### src/sv/knxfp_pkg.sv
// -----------------------------------------------------------------------------
// knxfp_pkg
// Shared types, codes and constants of the standard frame parser.
// -----------------------------------------------------------------------------
package knxfp_pkg;

   // tdata widths of both channels
   localparam int unsigned ReqDataWidth = 8;
   localparam int unsigned RspDataWidth = 72;
   localparam int unsigned RspUsedWidth = 67;

   // shortest legal frame, counted with the checksum octet
   localparam logic [4:0] MinFrameLen   = 5'd8;
   // longest count the octet counter holds
   localparam logic [4:0] MaxByteCount  = 5'd31;
   // expected frame length is this plus the routing length nibble
   localparam logic [4:0] FrameOverhead = 5'd8;

   localparam logic [7:0] ChecksumGood  = 8'hFF;
   localparam logic [7:0] PrioMask      = 8'h0C;
   localparam logic [7:0] ClassMask     = 8'hC0;
   localparam logic [7:0] ClassData     = 8'h00;
   localparam logic [7:0] ClassConnData = 8'h40;
   localparam logic [7:0] CtrlConnect   = 8'h80;
   localparam logic [7:0] CtrlDisconn   = 8'h81;
   localparam logic [7:0] AckMask       = 8'hC3;
   localparam logic [7:0] CtrlAck       = 8'hC2;
   localparam logic [7:0] CtrlNak       = 8'hC3;

   // header octet positions captured from the stream
   localparam logic [4:0] IdxControl    = 5'd0;
   localparam logic [4:0] IdxSourceHi   = 5'd1;
   localparam logic [4:0] IdxSourceLo   = 5'd2;
   localparam logic [4:0] IdxTargetHi   = 5'd3;
   localparam logic [4:0] IdxTargetLo   = 5'd4;
   localparam logic [4:0] IdxRouting    = 5'd5;
   localparam logic [4:0] IdxTransport  = 5'd6;
   localparam logic [4:0] IdxServiceLo  = 5'd7;

   typedef enum logic [1:0] {
      STATUS_OK       = 2'd0,
      STATUS_RUNT     = 2'd1,
      STATUS_CHECKSUM = 2'd2,
      STATUS_LENGTH   = 2'd3
   } status_type;

   typedef enum logic [2:0] {
      TCLASS_DATA_GROUP = 3'd0,
      TCLASS_DATA_INDIV = 3'd1,
      TCLASS_CONNECTED  = 3'd2,
      TCLASS_CONNECT    = 3'd3,
      TCLASS_DISCONNECT = 3'd4,
      TCLASS_ACK        = 3'd5,
      TCLASS_NAK        = 3'd6,
      TCLASS_UNKNOWN    = 3'd7
   } tclass_type;

   typedef enum logic [1:0] {
      SVC_READ     = 2'd0,
      SVC_RESPONSE = 2'd1,
      SVC_WRITE    = 2'd2,
      SVC_UNKNOWN  = 2'd3
   } svc_type;

   // one octet of the frame as held in the input register
   typedef struct packed {
      logic       last_byte;
      logic [7:0] frame_byte;
   } octet_type;

   // frame state after the current octet has been folded in
   typedef struct packed {
      logic [4:0]  byte_count;
      logic [7:0]  running_xor;
      logic [7:0]  control_octet;
      logic [15:0] source_word;
      logic [15:0] target_word;
      logic [7:0]  routing_octet;
      logic [7:0]  transport_octet;
      logic [7:0]  service_low_octet;
   } frame_snap_type;

   // handshake between the input register and the accumulator
   typedef struct packed {
      logic valid;
      logic take;
   } stage_ctrl_type;

   // decoded result fields
   typedef struct packed {
      logic [3:0]  payload_length;
      logic [5:0]  inline_data;
      svc_type     service_type;
      logic [9:0]  service_code;
      logic        has_service;
      logic [3:0]  sequence_number;
      tclass_type  transport_class;
      logic        group_target;
      logic [15:0] target_address;
      logic [15:0] source_address;
      logic [1:0]  priority_res;
      status_type  status;
   } result_type;

endpackage

### src/sv/knxfp_in_stage.sv
// -----------------------------------------------------------------------------
// knxfp_in_stage
// Input register: holds one accepted octet until the accumulator takes it.
// -----------------------------------------------------------------------------
module knxfp_in_stage (
   input  logic                clock,
   input  logic                reset,
   input  logic                req_tvalid,
   output logic                req_tready,
   input  logic [7:0]          req_tdata,   // [7:0] frame_byte
   input  logic                req_tlast,   // last_byte
   input  logic                take,        // accumulator consumes the octet
   output knxfp_pkg::octet_type     octet,
   output knxfp_pkg::stage_ctrl_type ctrl_out
);
   import knxfp_pkg::*;

   logic      valid_ff;
   logic      valid_in;
   octet_type octet_ff;
   logic      accept;

   // free, or being emptied this cycle
   assign req_tready = !valid_ff || take;
   assign accept     = req_tvalid && req_tready;

   // occupancy
   always_comb begin
      valid_in = valid_ff;
      if (accept) begin
         valid_in = 1'b1;
      end else if (take) begin
         valid_in = 1'b0;
      end
   end

   always_ff @(posedge clock) begin
      if (reset) begin
         valid_ff <= 1'b0;
      end else begin
         valid_ff <= valid_in;
      end
   end

   // payload, no reset
   always_ff @(posedge clock) begin
      if (accept) begin
         octet_ff.frame_byte <= req_tdata;
         octet_ff.last_byte  <= req_tlast;
      end
   end

   assign octet          = octet_ff;
   assign ctrl_out.valid = valid_ff;
   assign ctrl_out.take  = take;

endmodule

### src/sv/knxfp_frame_acc.sv
// -----------------------------------------------------------------------------
// knxfp_frame_acc
// Frame accumulator: octet count, running XOR and captured header octets.
// Presents the state with the current octet folded in; clears on the last.
// -----------------------------------------------------------------------------
module knxfp_frame_acc (
   input  logic                      clock,
   input  logic                      reset,
   input  knxfp_pkg::stage_ctrl_type ctrl_in,
   input  knxfp_pkg::octet_type      octet,
   output knxfp_pkg::frame_snap_type snap
);
   import knxfp_pkg::*;

   frame_snap_type state_ff;
   frame_snap_type state_in;
   frame_snap_type upd;

   // fold the current octet into the state
   always_comb begin
      upd = state_ff;
      unique case (state_ff.byte_count)
         IdxControl:   upd.control_octet        = octet.frame_byte;
         IdxSourceHi:  upd.source_word[15:8]    = octet.frame_byte;
         IdxSourceLo:  upd.source_word[7:0]     = octet.frame_byte;
         IdxTargetHi:  upd.target_word[15:8]    = octet.frame_byte;
         IdxTargetLo:  upd.target_word[7:0]     = octet.frame_byte;
         IdxRouting:   upd.routing_octet        = octet.frame_byte;
         IdxTransport: upd.transport_octet      = octet.frame_byte;
         IdxServiceLo: upd.service_low_octet    = octet.frame_byte;
         default:      upd.control_octet        = state_ff.control_octet;
      endcase
      upd.running_xor = state_ff.running_xor ^ octet.frame_byte;
      if (state_ff.byte_count != MaxByteCount) begin
         upd.byte_count = state_ff.byte_count + 5'd1;
      end
   end

   // commit; a frame end returns everything to zero
   always_comb begin
      state_in = state_ff;
      if (ctrl_in.take) begin
         if (octet.last_byte) begin
            state_in = '0;
         end else begin
            state_in = upd;
         end
      end
   end

   always_ff @(posedge clock) begin
      if (reset) begin
         state_ff <= '0;
      end else begin
         state_ff <= state_in;
      end
   end

   assign snap = upd;

endmodule

### src/sv/knxfp_result_stage.sv
// -----------------------------------------------------------------------------
// knxfp_result_stage
// Checks and decodes a completed frame and holds the result for the receiver.
// -----------------------------------------------------------------------------
module knxfp_result_stage (
   input  logic                      clock,
   input  logic                      reset,
   input  logic                      load,       // last octet taken this cycle
   input  knxfp_pkg::frame_snap_type snap,
   input  logic                      rsp_tready,
   output logic                      rsp_tvalid,
   output knxfp_pkg::result_type     result
);
   import knxfp_pkg::*;

   logic       valid_ff;
   logic       valid_in;
   result_type result_ff;
   result_type res_in;
   logic [7:0] tr;
   logic [3:0] lg;
   logic [3:0] cmd;
   logic [4:0] expect_len;

   assign tr         = snap.transport_octet;
   assign lg         = snap.routing_octet[3:0];
   assign cmd        = {tr[1:0], snap.service_low_octet[7:6]};
   assign expect_len = {1'b0, lg} + FrameOverhead;

   // frame checks and field decode
   always_comb begin
      res_in = '0;
      priority if (snap.byte_count < MinFrameLen) begin
         res_in.status = STATUS_RUNT;
      end else if (snap.running_xor != ChecksumGood) begin
         res_in.status = STATUS_CHECKSUM;
      end else if (snap.byte_count != expect_len) begin
         res_in.status = STATUS_LENGTH;
      end else begin
         res_in.status         = STATUS_OK;
         res_in.priority_res   = 2'((snap.control_octet & PrioMask) >> 2);
         res_in.source_address = snap.source_word;
         res_in.target_address = snap.target_word;
         res_in.group_target   = snap.routing_octet[7];
         // transport control field
         priority if ((tr & ClassMask) == ClassData) begin
            res_in.transport_class = snap.routing_octet[7] ? TCLASS_DATA_GROUP
                                                           : TCLASS_DATA_INDIV;
         end else if ((tr & ClassMask) == ClassConnData) begin
            res_in.transport_class = TCLASS_CONNECTED;
            res_in.sequence_number = tr[5:2];
         end else if (tr == CtrlConnect) begin
            res_in.transport_class = TCLASS_CONNECT;
         end else if (tr == CtrlDisconn) begin
            res_in.transport_class = TCLASS_DISCONNECT;
         end else if ((tr & AckMask) == CtrlAck) begin
            res_in.transport_class = TCLASS_ACK;
            res_in.sequence_number = tr[5:2];
         end else if ((tr & AckMask) == CtrlNak) begin
            res_in.transport_class = TCLASS_NAK;
            res_in.sequence_number = tr[5:2];
         end else begin
            res_in.transport_class = TCLASS_UNKNOWN;
         end
         // application control field, absent for a one-octet data unit
         if (lg == 4'd0) begin
            res_in.service_type = SVC_UNKNOWN;
         end else begin
            res_in.has_service  = 1'b1;
            res_in.service_code = {tr[1:0], snap.service_low_octet};
            res_in.service_type = (cmd <= 4'd2) ? svc_type'(cmd[1:0]) : SVC_UNKNOWN;
            if (lg == 4'd1) begin
               res_in.inline_data = snap.service_low_octet[5:0];
            end else begin
               res_in.payload_length = lg - 4'd1;
            end
         end
      end
   end

   // output register occupancy
   always_comb begin
      valid_in = valid_ff;
      if (load) begin
         valid_in = 1'b1;
      end else if (rsp_tready) begin
         valid_in = 1'b0;
      end
   end

   always_ff @(posedge clock) begin
      if (reset) begin
         valid_ff <= 1'b0;
      end else begin
         valid_ff <= valid_in;
      end
   end

   always_ff @(posedge clock) begin
      if (load) begin
         result_ff <= res_in;
      end
   end

   assign rsp_tvalid = valid_ff;
   assign result     = result_ff;

endmodule

### src/sv/knx_frame_parser.sv
// -----------------------------------------------------------------------------
// knx_frame_parser
// Standard frame parser: octets in, one checked and decoded result per frame.
// -----------------------------------------------------------------------------
// Usage:
//   req_* carries the frame one octet per transaction, control octet first;
//   req_tlast marks the checksum octet that closes the frame.
//   rsp_* carries one result per frame, issued after the closing octet.
//   Octets are registered on entry in the input register, then folded into
//   the frame state; a closing octet loads the result register in the same
//   cycle as it is folded in, which makes the result valid.
//   Throughput is one octet per cycle; the only stall path is the result
//   register, which holds a result until it is taken. Octets that do not
//   close a frame keep flowing while a result waits; a closing octet waits in
//   the input register until the result register is free.
//   Reset clears both registers' valid flags and all frame state; no
//   initialisation pass is needed. Frame state clears after each closing
//   octet, so frames follow back to back.
// -----------------------------------------------------------------------------
module knx_frame_parser (
   input  logic         clock,
   input  logic         reset,
   input  logic         req_tvalid,
   output logic         req_tready,
   input  logic [7:0]   req_tdata,   // [7:0] frame_byte
   input  logic         req_tlast,   // last_byte
   output logic         rsp_tvalid,
   input  logic         rsp_tready,
   // [1:0] status, [3:2] priority_res, [19:4] source_address,
   // [35:20] target_address, [36] group_target, [39:37] transport_class,
   // [43:40] sequence_number, [44] has_service, [54:45] service_code,
   // [56:55] service_type, [62:57] inline_data, [66:63] payload_length,
   // [71:67] zero
   output logic [71:0]  rsp_tdata
);
   import knxfp_pkg::*;

   octet_type      octet;
   stage_ctrl_type in_ctrl;
   frame_snap_type snap;
   result_type     result;
   logic           out_free;
   logic           take;
   logic           load;

   // a non-closing octet never needs the result register
   assign out_free = !rsp_tvalid || rsp_tready;
   assign take     = in_ctrl.valid && (!octet.last_byte || out_free);
   assign load     = take && octet.last_byte;

   knxfp_in_stage u_in_stage (
      .clock      (clock),
      .reset      (reset),
      .req_tvalid (req_tvalid),
      .req_tready (req_tready),
      .req_tdata  (req_tdata),
      .req_tlast  (req_tlast),
      .take       (take),
      .octet      (octet),
      .ctrl_out   (in_ctrl)
   );

   knxfp_frame_acc u_frame_acc (
      .clock   (clock),
      .reset   (reset),
      .ctrl_in (in_ctrl),
      .octet   (octet),
      .snap    (snap)
   );

   knxfp_result_stage u_result_stage (
      .clock      (clock),
      .reset      (reset),
      .load       (load),
      .snap       (snap),
      .rsp_tready (rsp_tready),
      .rsp_tvalid (rsp_tvalid),
      .result     (result)
   );

   // pack result fields, status lowest, zero padding highest
   assign rsp_tdata = {{(RspDataWidth - RspUsedWidth){1'b0}},
                       result.payload_length,
                       result.inline_data,
                       result.service_type,
                       result.service_code,
                       result.has_service,
                       result.sequence_number,
                       result.transport_class,
                       result.group_target,
                       result.target_address,
                       result.source_address,
                       result.priority_res,
                       result.status};

endmodule

### config.mk
export PLATFORM = sky130hd
export DESIGN_NAME = knx_frame_parser
export DESIGN_NICKNAME = d
export VERILOG_FILES = /design/src/sv/knxfp_pkg.sv /design/src/sv/knxfp_in_stage.sv /design/src/sv/knxfp_frame_acc.sv /design/src/sv/knxfp_result_stage.sv /design/src/sv/knx_frame_parser.sv
export SDC_FILE = /design/constraint.sdc
export NUM_CORES = 1
export LEC_CHECK = 0
export BUFFER_PORTS_ARGS = -buffer_cell sky130_fd_sc_hd__buf_2
export CAP_MARGIN = 30
export CORE_MARGIN = 2
export CORE_UTILIZATION = 28
export DETAILED_ROUTE_END_ITERATION = 10
export SLEW_MARGIN = 0
export SYNTH_ARGS = -nofsm -noshare
export SYNTH_HDL_FRONTEND = slang
export SYNTH_HIERARCHICAL = 1
export SYNTH_SLANG_ARGS = --single-unit
### constraint.sdc
create_clock -name clock -period 5 [get_ports clock]
set_input_delay 1 -clock clock [delete_from_list [all_inputs] [get_ports clock]]
set_output_delay 1 -clock clock [all_outputs]
set_load 0.05 [all_outputs]
==> results.json <==
{
  "crit_path_top_delay_cell": "or3_4",
  "clock_skew_ns": 0.0143,
  "fin_area_um2": 8730,
  "dieArea_um2": 28100,
  "placed_area_um2": 8100,
  "worst_pin_slew_ns": 1.03,
  "cts_buffers": 17,
  "core_area_um2": 26100,
  "finalCritPeriodShare_pct": 58.9,
  "diodes": 0,
  "syn_inst": 696,
  "clockPowerShare_pct": 47.7,
  "cts_root_buf": "clkbuf_16",
  "grt_pass1_wl_mm": 28.7,
  "path_cells": "inv_1, ha_1, and4bb_4, mux2_2, xor2_1, or3_4, nor3_4, buf_4, and2_1",
  "clk_pin_slew_worst_paths_ns": 0.06,
  "period_minus_slack_ns": 2.94,
  "cts_buffer_depth": 2,
  "path_buf_inv": 2,
  "p_sw_share_pct": 24.8,
  "end_kind": "flop",
  "grt_usage_pct": 13.1,
  "dp_hpwl_mm": 11.1,
  "tritoncts": "done",
  "cts_setup_buffers": 0,
  "relSlewSlack_pct": 30.2,
  "totalWireLength_mm": 18.3,
  "p_per_area_nw_per_um2": 333,
  "drc": 6,
  "cts.sink_count": 146,
  "critPathMaxStageDelay_ns": 0.43,
  "report.final.hold_viol_count": 0,
  "critical_path_arrival_ns": 3.23,
  "fp.dieH_um": 168,
  "fin_tns_setup_ns": 0,
  "ys_warn_count": 6,
  "wl_per_cell_um": 16.9,
  "min_path_type": "reg2reg",
  "vias": 5219,
  "switching_power_uw": 721,
  "holdBufCountCts": 0,
  "crit_fanout": 39,
  "drv_slew": 0,
  "gr-total-overflow": 0,
  "leakage_nw": 3.15,
  "sequentialPowerShare_pct": 44.9,
  "io_buffers": 81,
  "cts_max_level": 4,
  "dr.first_iter.drc_count": 427,
  "power_frac_comb_pct": 7.4,
  "die_w_um": 168,
  "vias_per_cell": 4.81,
  "insertion_delay_ns": 0.43,
  "syn_area_per_cell_um2": 10.8,
  "gp_congestion": 0.739,
  "worst_slack_ns": 2.06,
  "cts_resized": 0,
  "drt_pass1_iterations": 10,
  "syn_to_final_growth_pct": 16.6,
  "cap_violations": 0,
  "crit_family": "simple AND/OR/NAND/NOR gates",
  "cp-start-kind": "flop",
  "nets": 757,
  "rsz0062_at_grt": "false",
  "drive_gt1_share_pct": 31.6,
  "rows": 59,
  "setup_viol": 0,
  "initial_core_util_pct": 28.6,
  "violations": "design-rule violations",
  "antenna_found_initial": 1,
  "syn_area_um2": 7490,
  "holdWs_ns": 0.496,
  "intPower_mw": 2.19,
  "maxClockFrequency_ghz": 0.340,
  "required_ns": 5.28,
  "boundaryPins": 87,
  "outcome": "complete, but fails checks",
  "grt_max_degree": 82,
  "dp_slack_ns": 2.04,
  "path_class": "reg2reg",
  "grt_pass1_vias": 4947,
  "ant_nets": 0,
  "peakVddDrop_mv": 0.168
}
==> per-layer routing <==
metal / global-route usage, % / share of wire, % / vias to the layer above
met2: 20.5 / 45 / 124
met3: 3.40 / 4.9 / 16
met5: 0 / 0.060 / -
met4: 2.80 / 1.2 / 2
li1: - / - / 2557
met1: 18.4 / 49 / 2520
==> through the flow <==
stage          std cells  power [mW]  util (%)
2_1_floorplan        700        1.49         -
3_3_place_gp        1052        1.55      31.0
3_5_place_dp        1053        1.55      31.0
4_1_cts             1085        2.94      33.4
5_1_grt             1085        3.01      33.4
6_report            1085        2.91      33.4
==> path summary, 6_finish.rpt <==
check	from	end	slack, ns	cells after the start
setup / recovery	u_frame_acc/state_ff[73]	u_result_stage/result[28]	2.06	9
hold / removal	u_frame_acc/state_ff[39]	u_frame_acc/state_ff[39]	0.50	2
setup reg to reg	u_frame_acc/state_ff[73]	u_result_stage/result[28]	2.06	9
hold reg to reg	u_frame_acc/state_ff[39]	u_frame_acc/state_ff[39]	0.50	2
==> layout by cell type (no fill, tap or decap), drive strengths merged, types with 18 or more instances in the layout <==
cell type and n:
nand2 62, nand2b 57, buf 94, edfxtp 76
and2 39, clkbuf 18, or3b 55, a31oi 57
dfxtp 70, mux2 55
==> state kept, by name (all words and copies together), names as in the netlist <==
signal and cells:
u_frame_acc/state_ff 68, u_in_stage/octet 9, u_result_stage/rsp_tvalid 1, u_result_stage/result 67
u_in_stage/valid_ff 1
==> final cells by class <==
class | instances | area (µm²)
timing repair buffer | 94 | 507
clock inverter | 14 | 203
tap | 335 | 419
clock buffer | 18 | 429
inverter | 7 | 26.3
fill | 2700 | 17400
multi-input combinational | 471 | 3460
sequential | 146 | 3680
==> tightest hold or removal path, cell delays in order, from the launching register on <==
cell	delay (ns)
dfxtp_1	0.32
nand2b_1	0.07
a31oi_1	0.06
==> power by group through the flow <==
stage | clock (mW) | sequential [mW] | combinational, mW
2_1_floorplan | 0 | 1.38 | 0.108
3_3_place_gp | 0 | 1.33 | 0.215
3_5_place_dp | 0 | 1.33 | 0.216
4_1_cts | 1.42 | 1.31 | 0.217
5_1_grt | 1.47 | 1.31 | 0.229
6_report | 1.39 | 1.31 | 0.216
(Power assumes the default switching activity.)
